<file path="config.mk">
export PLATFORM = sky130hd
export DESIGN_NAME = zip_central_directory_parser
export DESIGN_NICKNAME = d
export VERILOG_FILES = /design/src/design/zcd_pkg.sv /design/src/design/zcd_regs.sv /design/src/design/zcd_parse.sv /design/src/design/zcd_outq.sv /design/src/design/zip_central_directory_parser.sv
export SDC_FILE = /design/constraint.sdc
export NUM_CORES = 2
export LEC_CHECK = 0
export ABC_AREA = 1
export BUFFER_PORTS_ARGS = -buffer_cell sky130_fd_sc_hd__buf_2
export CAP_MARGIN = 25
export CORE_MARGIN = 3
export CORE_UTILIZATION = 60
export CTS_CLUSTER_DIAMETER = 80
export DETAILED_ROUTE_END_ITERATION = 7
export PLACE_DENSITY_LB_ADDON = 0.1
export SYNTH_ARGS = -nofsm -noshare
export SYNTH_HDL_FRONTEND = slang
export SYNTH_SLANG_ARGS = --single-unit
export TNS_END_PERCENT = 20
</file>
<file path="constraint.sdc">
create_clock -name clk_i -period 11.6 [get_ports clk_i]
set_clock_uncertainty 0.1 [all_clocks]
set_input_delay 1.74 -clock clk_i [delete_from_list [all_inputs] [get_ports clk_i]]
set_output_delay 1.74 -clock clk_i [all_outputs]
set_load 0.05 [all_outputs]
</file>
<file path="src/design/zcd_pkg.sv">
// shared types and constants for the zip central directory parser
package zcd_pkg;
  localparam logic [31:0] SigEnd   = 32'h06054B50;
  localparam logic [31:0] SigEntry = 32'h02014B50;
  localparam logic [16:0] EntriesMax = 17'd1024;
  localparam logic [16:0] NameMax    = 17'd256;
  localparam logic [5:0]  EntryFixed = 6'd46;
  localparam logic [4:0]  EndFixed   = 5'd22;
  localparam logic [3:0]  MethodDeflate = 4'd8;

  localparam logic [1:0] KindName    = 2'd0;
  localparam logic [1:0] KindSummary = 2'd1;
  localparam logic [1:0] KindStatus  = 2'd2;

  localparam logic [3:0] StOk = 4'd0, StSig = 4'd1, StSplit = 4'd2, StCount = 4'd3,
    StMany = 4'd4, StComment = 4'd5, StDir = 4'd6, StTrunc = 4'd7, StDisk = 4'd8,
    StCrypt = 4'd9, StMethod = 4'd10, StName = 4'd11, StLimit = 4'd12;

  localparam logic [1:0] RegArchive = 2'd0, RegStart = 2'd1, RegCap = 2'd2, RegLimit = 2'd3;

  typedef enum logic [6:0] {
    PhSig     = 7'b0000001,
    PhHeader  = 7'b0000010,
    PhName    = 7'b0000100,
    PhSkip    = 7'b0001000,
    PhEnd     = 7'b0010000,
    PhComment = 7'b0100000,
    PhDone    = 7'b1000000
  } phase_e;

  typedef struct packed {
    logic [31:0] archive_size;
    logic [31:0] directory_start;
    logic [15:0] entry_capacity;
    logic [31:0] expand_limit;
  } cfg_t;

  typedef struct packed {
    logic [1:0]  kind;
    logic [7:0]  name_char;
    logic [15:0] entry_index;
    logic [3:0]  method;
    logic [31:0] crc_value;
    logic [31:0] packed_size;
    logic [31:0] plain_size;
    logic [31:0] header_offset;
    logic [3:0]  status;
    logic        last;
  } result_t;
endpackage

</file>
<file path="src/design/zcd_regs.sv">
// apb configuration registers
module zcd_regs (
  input  logic              clk_i,
  input  logic              rst_ni,
  input  logic              psel,
  input  logic              penable,
  input  logic              pwrite,
  input  logic [3:0]        paddr,
  input  logic [31:0]       pwdata,
  output logic [31:0]       prdata,
  output zcd_pkg::cfg_t     cfg_o
);
  zcd_pkg::cfg_t cfg_q;
  logic [1:0] idx;
  assign idx = paddr[3:2];

  always_ff @(posedge clk_i or negedge rst_ni) begin
    if (!rst_ni) begin
      cfg_q.archive_size    <= '0;
      cfg_q.directory_start <= '0;
      cfg_q.entry_capacity  <= 16'hFFFF;
      cfg_q.expand_limit    <= 32'hFFFF_FFFF;
    end else if (psel && penable && pwrite) begin
      unique case (idx)
        zcd_pkg::RegArchive: cfg_q.archive_size    <= pwdata;
        zcd_pkg::RegStart:   cfg_q.directory_start <= pwdata;
        zcd_pkg::RegCap:     cfg_q.entry_capacity  <= pwdata[15:0];
        zcd_pkg::RegLimit:   cfg_q.expand_limit    <= pwdata;
        default: ;
      endcase
    end
  end

  always_comb begin
    unique case (idx)
      zcd_pkg::RegArchive: prdata = cfg_q.archive_size;
      zcd_pkg::RegStart:   prdata = cfg_q.directory_start;
      zcd_pkg::RegCap:     prdata = {16'd0, cfg_q.entry_capacity};
      zcd_pkg::RegLimit:   prdata = cfg_q.expand_limit;
      default:             prdata = '0;
    endcase
  end
  assign cfg_o = cfg_q;
endmodule

</file>
<file path="src/design/zcd_parse.sv">
// byte parser: record phases, field capture and checks
module zcd_parse (
  input  logic                 clk_i,
  input  logic                 rst_ni,
  input  zcd_pkg::cfg_t        cfg_i,
  input  logic                 in_take_i,
  input  logic [7:0]           data_byte_i,
  input  logic                 end_of_stream_i,
  output logic                 res_valid_o,
  output zcd_pkg::result_t     res_o
);
  zcd_pkg::phase_e phase_q, phase_d;
  logic [17:0] pos_q, pos_d;
  logic [31:0] sw_q, sw_d;
  logic [15:0] flags_q, flags_d, meth_q, meth_d, name_q, name_d, disk_q, disk_d;
  logic [16:0] tail_q, tail_d;
  logic [31:0] crc_q, crc_d, pk_q, pk_d, pl_q, pl_d, off_q, off_d;
  logic [15:0] seen_q, seen_d;
  logic [31:0] dbytes_q, dbytes_d;
  logic [32:0] total_q, total_d;
  // end record fields without an entry slot; the size, offset and comment length reuse entry slots
  logic [15:0] edisk_q, edisk_d, edd_q, edd_d, eon_q, eon_d, ecnt_q, ecnt_d;

  logic [31:0] sh;
  logic [15:0] hi;
  logic [16:0] cap;
  logic [33:0] cur, asz;
  logic [34:0] span_end;
  logic [33:0] eocd_end, ooff, osz;
  logic        emit, fin;
  logic [3:0]  st;
  zcd_pkg::result_t r;

  assign sh  = {data_byte_i, sw_q[31:8]};
  assign hi  = sh[31:16];
  assign cap = ({1'b0, cfg_i.entry_capacity} < zcd_pkg::EntriesMax)
             ? {1'b0, cfg_i.entry_capacity} : zcd_pkg::EntriesMax;
  assign cur = {2'b0, cfg_i.directory_start} + {2'b0, dbytes_q};
  assign asz = {2'b0, cfg_i.archive_size};
  assign span_end = {1'b0, cur} + 35'd1 + {18'd0, name_q} + {18'd0, tail_q};
  assign eocd_end = cur + {29'd0, zcd_pkg::EndFixed} + {18'd0, hi};
  assign ooff = {2'b0, off_q};
  assign osz  = {2'b0, pk_q};

  always_comb begin
    phase_d = phase_q; pos_d = pos_q; sw_d = sw_q;
    flags_d = flags_q; meth_d = meth_q; name_d = name_q; disk_d = disk_q; tail_d = tail_q;
    crc_d = crc_q; pk_d = pk_q; pl_d = pl_q; off_d = off_q;
    seen_d = seen_q; dbytes_d = dbytes_q; total_d = total_q;
    edisk_d = edisk_q; edd_d = edd_q; eon_d = eon_q; ecnt_d = ecnt_q;
    emit = 1'b0; fin = 1'b0; st = zcd_pkg::StOk;
    r = '0;
    r.entry_index = seen_q;
    unique case (phase_q)
      zcd_pkg::PhSig: begin
        sw_d = sh;
        if (pos_q < 18'd3) begin
          pos_d = pos_q + 18'd1;
        end else if (sh == zcd_pkg::SigEntry) begin
          if ({1'b0, seen_q} >= cap) begin
            fin = 1'b1; st = zcd_pkg::StMany;
          end else if (cur > asz || asz - cur < 34'd46) begin
            fin = 1'b1; st = zcd_pkg::StTrunc;
          end else begin
            dbytes_d = dbytes_q + 32'd4; pos_d = 18'd4; phase_d = zcd_pkg::PhHeader;
          end
        end else if (sh == zcd_pkg::SigEnd) begin
          pos_d = 18'd4; phase_d = zcd_pkg::PhEnd;
        end else begin
          fin = 1'b1; st = zcd_pkg::StSig;
        end
      end
      zcd_pkg::PhHeader: begin
        sw_d = sh; dbytes_d = dbytes_q + 32'd1; pos_d = pos_q + 18'd1;
        case (pos_q)
          18'd9:  flags_d = hi;
          18'd11: meth_d = hi;
          18'd19: crc_d = sh;
          18'd23: pk_d = sh;
          18'd27: pl_d = sh;
          18'd29: name_d = hi;
          18'd31: tail_d = {1'b0, hi};
          18'd33: tail_d = tail_q + {1'b0, hi};
          18'd35: disk_d = hi;
          18'd45: begin
            off_d = sh;
            // cursor here is one byte short of the header end
            if ({1'b0, cur} + 35'd1 > {1'b0, asz} + 35'd46
                || span_end > {1'b0, asz}) begin
              fin = 1'b1; st = zcd_pkg::StTrunc;
            end else if (disk_q != 16'd0) begin
              fin = 1'b1; st = zcd_pkg::StDisk;
            end else if (flags_q[0]) begin
              fin = 1'b1; st = zcd_pkg::StCrypt;
            end else if (meth_q != 16'd0 && meth_q != {12'd0, zcd_pkg::MethodDeflate}) begin
              fin = 1'b1; st = zcd_pkg::StMethod;
            end else if (name_q == 16'd0 || {1'b0, name_q} >= zcd_pkg::NameMax) begin
              fin = 1'b1; st = zcd_pkg::StName;
            end else if (pl_q > cfg_i.expand_limit
                         || total_q + {1'b0, pl_q} > {1'b0, cfg_i.expand_limit}) begin
              fin = 1'b1; st = zcd_pkg::StLimit;
            end else begin
              total_d = total_q + {1'b0, pl_q};
              emit = 1'b1;
              r.kind = zcd_pkg::KindSummary;
              r.method = meth_q[3:0];
              r.crc_value = crc_q; r.packed_size = pk_q;
              r.plain_size = pl_q; r.header_offset = sh;
              phase_d = zcd_pkg::PhName; pos_d = '0;
            end
          end
          default: ;
        endcase
      end
      zcd_pkg::PhName: begin
        dbytes_d = dbytes_q + 32'd1;
        emit = 1'b1; r.kind = zcd_pkg::KindName; r.name_char = data_byte_i;
        pos_d = pos_q + 18'd1;
        if (pos_d >= {2'b0, name_q}) begin
          pos_d = '0;
          if (tail_q == 17'd0) begin
            seen_d = seen_q + 16'd1; phase_d = zcd_pkg::PhSig;
          end else begin
            phase_d = zcd_pkg::PhSkip;
          end
        end
      end
      zcd_pkg::PhSkip: begin
        dbytes_d = dbytes_q + 32'd1;
        pos_d = pos_q + 18'd1;
        if (pos_d >= {1'b0, tail_q}) begin
          seen_d = seen_q + 16'd1; phase_d = zcd_pkg::PhSig; pos_d = '0;
        end
      end
      zcd_pkg::PhEnd: begin
        sw_d = sh; pos_d = pos_q + 18'd1;
        case (pos_q)
          18'd5:  edisk_d = hi;
          18'd7:  edd_d = hi;
          18'd9:  eon_d = hi;
          18'd11: ecnt_d = hi;
          18'd15: pk_d = sh;
          18'd19: off_d = sh;
          18'd21: begin
            name_d = hi;
            if (edisk_q != 16'd0 || edd_q != 16'd0) begin
              fin = 1'b1; st = zcd_pkg::StSplit;
            end else if (eon_q != ecnt_q || ecnt_q == 16'd0 || ecnt_q != seen_q) begin
              fin = 1'b1; st = zcd_pkg::StCount;
            end else if ({1'b0, ecnt_q} > cap) begin
              fin = 1'b1; st = zcd_pkg::StMany;
            end else if (eocd_end != asz) begin
              fin = 1'b1; st = zcd_pkg::StComment;
            end else if (ooff > asz || osz > asz - ooff || ooff + osz > cur
                         || off_q != cfg_i.directory_start || pk_q != dbytes_q) begin
              fin = 1'b1; st = zcd_pkg::StDir;
            end else if (hi == 16'd0) begin
              fin = 1'b1; st = zcd_pkg::StOk;
            end else begin
              phase_d = zcd_pkg::PhComment; pos_d = '0;
            end
          end
          default: ;
        endcase
      end
      zcd_pkg::PhComment: begin
        pos_d = pos_q + 18'd1;
        if (pos_d >= {2'b0, name_q}) begin
          fin = 1'b1; st = zcd_pkg::StOk;
        end
      end
      zcd_pkg::PhDone: ;
      default: ;
    endcase
    if (phase_q != zcd_pkg::PhDone && !fin && end_of_stream_i) begin
      fin = 1'b1; st = zcd_pkg::StTrunc;
    end
    if (fin) begin
      phase_d = zcd_pkg::PhDone;
      emit = 1'b1;
      r = '0;
      r.kind = zcd_pkg::KindStatus;
      r.entry_index = seen_d;
      r.status = st;
      r.last = 1'b1;
    end
  end

  always_ff @(posedge clk_i or negedge rst_ni) begin
    if (!rst_ni) begin
      phase_q <= zcd_pkg::PhSig; pos_q <= '0; sw_q <= '0;
      flags_q <= '0; meth_q <= '0; name_q <= '0; disk_q <= '0; tail_q <= '0;
      crc_q <= '0; pk_q <= '0; pl_q <= '0; off_q <= '0;
      seen_q <= '0; dbytes_q <= '0; total_q <= '0;
      edisk_q <= '0; edd_q <= '0; eon_q <= '0; ecnt_q <= '0;
      res_valid_o <= 1'b0;
    end else if (in_take_i) begin
      phase_q <= phase_d; pos_q <= pos_d; sw_q <= sw_d;
      flags_q <= flags_d; meth_q <= meth_d; name_q <= name_d; disk_q <= disk_d;
      tail_q <= tail_d; crc_q <= crc_d; pk_q <= pk_d; pl_q <= pl_d; off_q <= off_d;
      seen_q <= seen_d; dbytes_q <= dbytes_d; total_q <= total_d;
      edisk_q <= edisk_d; edd_q <= edd_d; eon_q <= eon_d; ecnt_q <= ecnt_d;
      res_valid_o <= emit;
    end else begin
      res_valid_o <= 1'b0;
    end
  end

  always_ff @(posedge clk_i) begin
    if (in_take_i) res_o <= r;
  end
endmodule

</file>
<file path="src/design/zcd_outq.sv">
// two-entry output skid queue
module zcd_outq (
  input  logic              clk_i,
  input  logic              rst_ni,
  input  logic              push_i,
  input  zcd_pkg::result_t  push_data_i,
  output logic              room_o,
  output logic              valid_o,
  output zcd_pkg::result_t  data_o,
  input  logic              stall_i
);
  zcd_pkg::result_t mem_q [2];
  logic rd_q, wr_q;
  logic [1:0] cnt_q;
  logic pop;
  assign pop = valid_o && !stall_i;
  assign valid_o = cnt_q != 2'd0;
  assign data_o = mem_q[rd_q];
  // room for one more while one may still be in flight
  assign room_o = cnt_q == 2'd0 || (cnt_q == 2'd1 && (!push_i || pop))
                  || (cnt_q == 2'd2 && !push_i && pop);

  always_ff @(posedge clk_i or negedge rst_ni) begin
    if (!rst_ni) begin
      rd_q <= 1'b0; wr_q <= 1'b0; cnt_q <= '0;
    end else begin
      if (push_i) wr_q <= ~wr_q;
      if (pop) rd_q <= ~rd_q;
      cnt_q <= cnt_q + {1'b0, push_i} - {1'b0, pop};
    end
  end
  always_ff @(posedge clk_i) begin
    if (push_i) mem_q[wr_q] <= push_data_i;
  end
endmodule

</file>
<file path="src/design/zip_central_directory_parser.sv">
// top level of the zip central directory parser
// Takes one archive byte per cycle, while the output queue has room, from the
// central directory start and emits name bytes, entry summaries and one final
// status; every byte passes through a single register stage, with a two-entry
// output queue so input can keep flowing while a result waits; after the final
// status all bytes are taken and dropped until reset.
module zip_central_directory_parser (
  input  logic        clk_i,
  input  logic        rst_ni,
  input  logic        psel,
  input  logic        penable,
  input  logic        pwrite,
  input  logic [3:0]  paddr,
  input  logic [31:0] pwdata,
  output logic [31:0] prdata,
  output logic        pready,
  input  logic        in_valid_i,
  output logic        in_stall_o,
  input  logic [7:0]  data_byte_i,
  input  logic        end_of_stream_i,
  output logic        out_valid_o,
  input  logic        out_stall_i,
  output logic [1:0]  kind_o,
  output logic [7:0]  name_char_o,
  output logic [15:0] entry_index_o,
  output logic [3:0]  method_o,
  output logic [31:0] crc_value_o,
  output logic [31:0] packed_size_o,
  output logic [31:0] plain_size_o,
  output logic [31:0] header_offset_o,
  output logic [3:0]  status_o,
  output logic        last_o
);
  zcd_pkg::cfg_t cfg;
  zcd_pkg::result_t res, q;
  logic res_valid, room, take;

  assign pready = 1'b1;
  assign in_stall_o = !room;
  assign take = in_valid_i && room;

  zcd_regs u_regs (.clk_i, .rst_ni, .psel, .penable, .pwrite, .paddr, .pwdata,
                   .prdata, .cfg_o(cfg));

  zcd_parse u_parse (.clk_i, .rst_ni, .cfg_i(cfg), .in_take_i(take), .data_byte_i,
                     .end_of_stream_i, .res_valid_o(res_valid), .res_o(res));

  zcd_outq u_outq (.clk_i, .rst_ni, .push_i(res_valid), .push_data_i(res), .room_o(room),
                   .valid_o(out_valid_o), .data_o(q), .stall_i(out_stall_i));

  assign kind_o = q.kind;
  assign name_char_o = q.name_char;
  assign entry_index_o = q.entry_index;
  assign method_o = q.method;
  assign crc_value_o = q.crc_value;
  assign packed_size_o = q.packed_size;
  assign plain_size_o = q.plain_size;
  assign header_offset_o = q.header_offset;
  assign status_o = q.status;
  assign last_o = q.last;
endmodule
</file>
==> impl_metrics.py <==
metrics = {
    "status": {
        "status": "finished, final reports clean",
    },
    "timing": {
        "slew_violations": 0,
        "tns_ns": 0,
        "setup_viol": 0,
        "finalHoldViolCount": 0,
        "grt_setup_unrepaired": "no",
        "min_period_over_period_pct": 82.5,
        "fmax_mhz": 104,
        "worstMarginPinSlew_ns": 1.19,
        "slew-limit-headroom_pct": 20.4,
        "holdWs_ns": 0.329,
        "period_needed_ns": 9.57,
    },
    "synthesis": {
        "synth_cell_types": 69,
        "ys_seq_area_share_pct": 43.7,
        "async_reset_ff_share_pct": 50.8,
        "ys_top_cells_by_count": "nand2_1 (2111), inv_1 (938), o21ai_0 (574), ha_1 (494), edfxtp_1 (489)",
        "yosys.area.top_type_share_pct": 23.4,
        "ys_seq_elements": 994,
        "ys.flop_type": "edfxtp_1",
        "synth_enable_flop_cells": 489,
        "yosysMostFrequentCell": "nand2_1",
        "syn-instance-count": 7487,
        "ys_warn_count": 0,
        "synth.area.top_cells": "edfxtp_1 (23%), dfrtp_1 (18%), nand2_1 (13%)",
        "avgSynthCellArea_um2": 8.37,
        "synthesis.area_um2": 62600,
        "yosysTopAreaCell": "edfxtp_1",
    },
    "floorplanning": {
        "die_h_um": 329,
        "io_pins": 250,
        "die_w_um": 329,
        "dieArea_um2": 108000,
        "coreArea_um2": 103000,
        "start_util_pct": 61.0,
        "rows": 117,
    },
    "clocking": {
        "clockRootBuffer": "clkbuf_16",
        "postCtsSetupRepairBufs": 0,
        "cts.sinks": 994,
        "cts_hold_buf": 0,
        "cts_buffer_depth": 3,
        "path_clk_slew_ns": 0.07,
        "htree_levels": 3,
        "cts_tree": "built",
        "cts_inserted_buffers": 97,
        "cts_resized": 0,
        "clk_latency_ns": 0.74,
    },
    "critical_path": {
        "worstSetupStartpoint": "u_parse.dbytes_q[0]",
        "worstPathRequired_ns": 12.03,
        "cp.depth": 45,
        "reg2reg_to": "u_parse.res_o[93]",
        "reg2reg_slack_ns": 2.03,
        "crit_family": "simple AND/OR/NAND/NOR gates",
        "crit_path_max_incr_delay_ns": 0.60,
        "cp_slowest_cell": "fa_1",
        "path_common_cell": "nand2_1",
        "worst_r2r_path_depth": 45,
        "setup.worst_path.end": "u_parse.res_o[93]",
        "path_class": "reg -> reg",
        "end_kind": "flop",
        "regToRegStartpoint": "u_parse.dbytes_q[0]",
        "path_max_fanout": 51,
        "cp_data_arrival_time_ns": 10.00,
        "crit_buf_inv": 8,
        "start_kind": "flop",
    },
    "detailed_routing": {
        "vias_per_cell": 5.98,
        "antenna_left": 0,
        "num_vias": 55100,
        "drtIter0Drc": 6412,
        "drc_errors": 0,
        "detail_route.first_pass.iterations": 6,
        "wirelength_mm": 215,
        "routedWlPerCell_um": 23.4,
    },
    "finish": {
        "instances_no_fill": 9209,
        "utilization_pct": 67.2,
        "drive_above_1_share_pct": 9.47,
        "syn_to_final_growth_pct": 10.1,
        "fill_cells": 8213,
        "nNetsFinal": 8312,
    },
    "grt": {
        "antenna_found_initial": 18,
        "globalRouteTotalUtil_pct": 39.2,
        "grt_pass1_wl_mm": 317,
        "grt_pass1_vias": 51900,
        "grt_max_degree": 162,
        "overflow": 0,
    },
    "min_path": {
        "min_path_type": "reg -> reg",
    },
    "pwr": {
        "ir_drop_v": 0.000205,
        "p_leak_nw": 32.5,
        "power.density_nw_per_um2": 185,
    },
    "place": {
        "place_hpwl_mm": 163,
        "finalWeightedCongestion": 1.00,
        "io_buffers": 246,
        "dp_cells": 9001,
    },
    "run": {
        "maxCapViolCount": 0,
    },
}
==> where the power goes <==
group	leakage (nW)	internal (W)	total (W)	switching (W)
sequential	11.1	0.00403	0.00434	0.000306
combinational	19.9	0.00144	0.00523	0.00379
clock	1.56	0.00177	0.00321	0.00144
==> through the flow <==
stage | power [W] | instance area (um2) | setup WS (ns)
floorplan | 0.00790 | 62700 | 3.54
global placement | 0.00940 | 65300 | 2.20
detailed placement | 0.00949 | 65400 | 2.18
CTS | 0.0127 | 68700 | 2.12
global route | 0.0134 | 68900 | 1.22
finish | 0.0128 | 69000 | 2.03
==> logic make-up (layout without fill, tap and decap cells) <==
| logic type | count (synthesis) | after routing | synth area share, % |
|---|---|---|---|
| AO/OA/AOI/OAI | 1186 | 1186 | 10.5 |
| XOR/XNOR | 306 | 306 | 4.29 |
| adder cells (fa/ha/maj) | 518 | 518 | 10.6 |
| buffers and inverters | 1136 | 1464 | 7.14 |
| flip-flops | 994 | 994 | 43.7 |
| multiplexers | 27 | 27 | 0.431 |
| other | 2 | 28 | 0.0120 |
| AND/OR/NAND/NOR | 3318 | 3318 | 23.3 |
==> layer usage <==
layer	track usage, %	up-vias	wire length (um)
li1	-	25300	-
met1	53.5	26200	86100
met2	60.5	2977	95700
met3	8.02	530	22400
met4	18.3	4	11100
met5	0	-	28
==> state kept, by name, indices dropped and copies added, names as in the netlist, 2 cells and up <==
signal and flops:
u_parse.pl_q 32, u_outq.mem_q 326, u_parse.pk_q 32, u_parse.phase_q 7
u_parse.eon_q 16, u_parse.disk_q 16, u_parse.dbytes_q 32, u_parse.seen_q 16
u_parse.off_q 32, u_parse.ecnt_q 16, u_parse.crc_q 32, u_parse.name_q 16
u_parse.edd_q 16, u_parse.pos_q 18, u_parse.res_o 163, u_parse.sw_q 24
u_outq.cnt_q 2, u_parse.edisk_q 16, u_parse.total_q 33, u_regs.cfg_o 112
u_parse.tail_q 17, u_parse.meth_q 16
==> area by class of cell <==
class / count / area (um2) / share of cell area (%)
Tap cell: 1368 / 1710 / 2.48
Antenna cell: 14 / 35.0 / 0.0508
Clock buffer: 128 / 2640 / 3.83
Sequential cell: 994 / 27400 / 39.7
Multi-Input combinational cell: 5369 / 30900 / 44.8
Clock inverter: 56 / 589 / 0.854
Timing Repair Buffer: 316 / 2060 / 2.99
Inverter: 964 / 3640 / 5.27
==> how the worst min path moves through the flow <==
stage | start | to | slack, ns | cells past startpoint
5_1_grt | u_parse.res_o[98] | u_outq.mem_q[0][98] | 0.33 | 0
4_1_cts | u_parse.res_o[93] | u_outq.mem_q[0][93] | 0.33 | 0
3_3_place_gp | u_parse.res_o[68] | u_outq.mem_q[0][68] | 0.32 | 0
2_1_floorplan | u_parse.res_o[0] | u_outq.mem_q[0][0] | 0.32 | 0
6_report | u_parse.res_o[27] | u_outq.mem_q[1][27] | 0.33 | 0
3_5_place_dp | u_parse.res_o[112] | u_outq.mem_q[0][112] | 0.33 | 0
==> cell usage in the layout (no fill, tap or decap), types with 25 or more instances in the layout <==
master	synthesis	routed
dfrtp_1	456	455
nor2_4	105	106
dfstp_2	49	49
buf_2	5	245
o21ai_0	574	574
nand2_1	2111	2108
inv_1	938	936
a21oi_1	384	384
ha_1	494	494
nor4_1	57	55
nand4_1	118	118
o221ai_1	41	41
nor2_1	447	445
xor2_1	181	181
nor3_1	99	98
edfxtp_1	489	489
xnor2_1	124	124
nand2_2	33	36
nand3_1	246	243
buf_4	2	51
mux2i_1	27	27
clkinv_1	11	25
clkbuf_16	0	97
==> worst reg2reg max path: cells and delay by family (launching register included) <==
family / cells / cell delay [ns]
flip-flops: 1 / 0.42
AND/OR/NAND/NOR: 24 / 4.11
buffers and inverters: 8 / 1.07
adder cells (fa/ha/maj): 6 / 2.10
AO/OA/AOI/OAI: 5 / 1.03
XOR/XNOR: 2 / 0.58
Power figures use the tool's default switching activity.
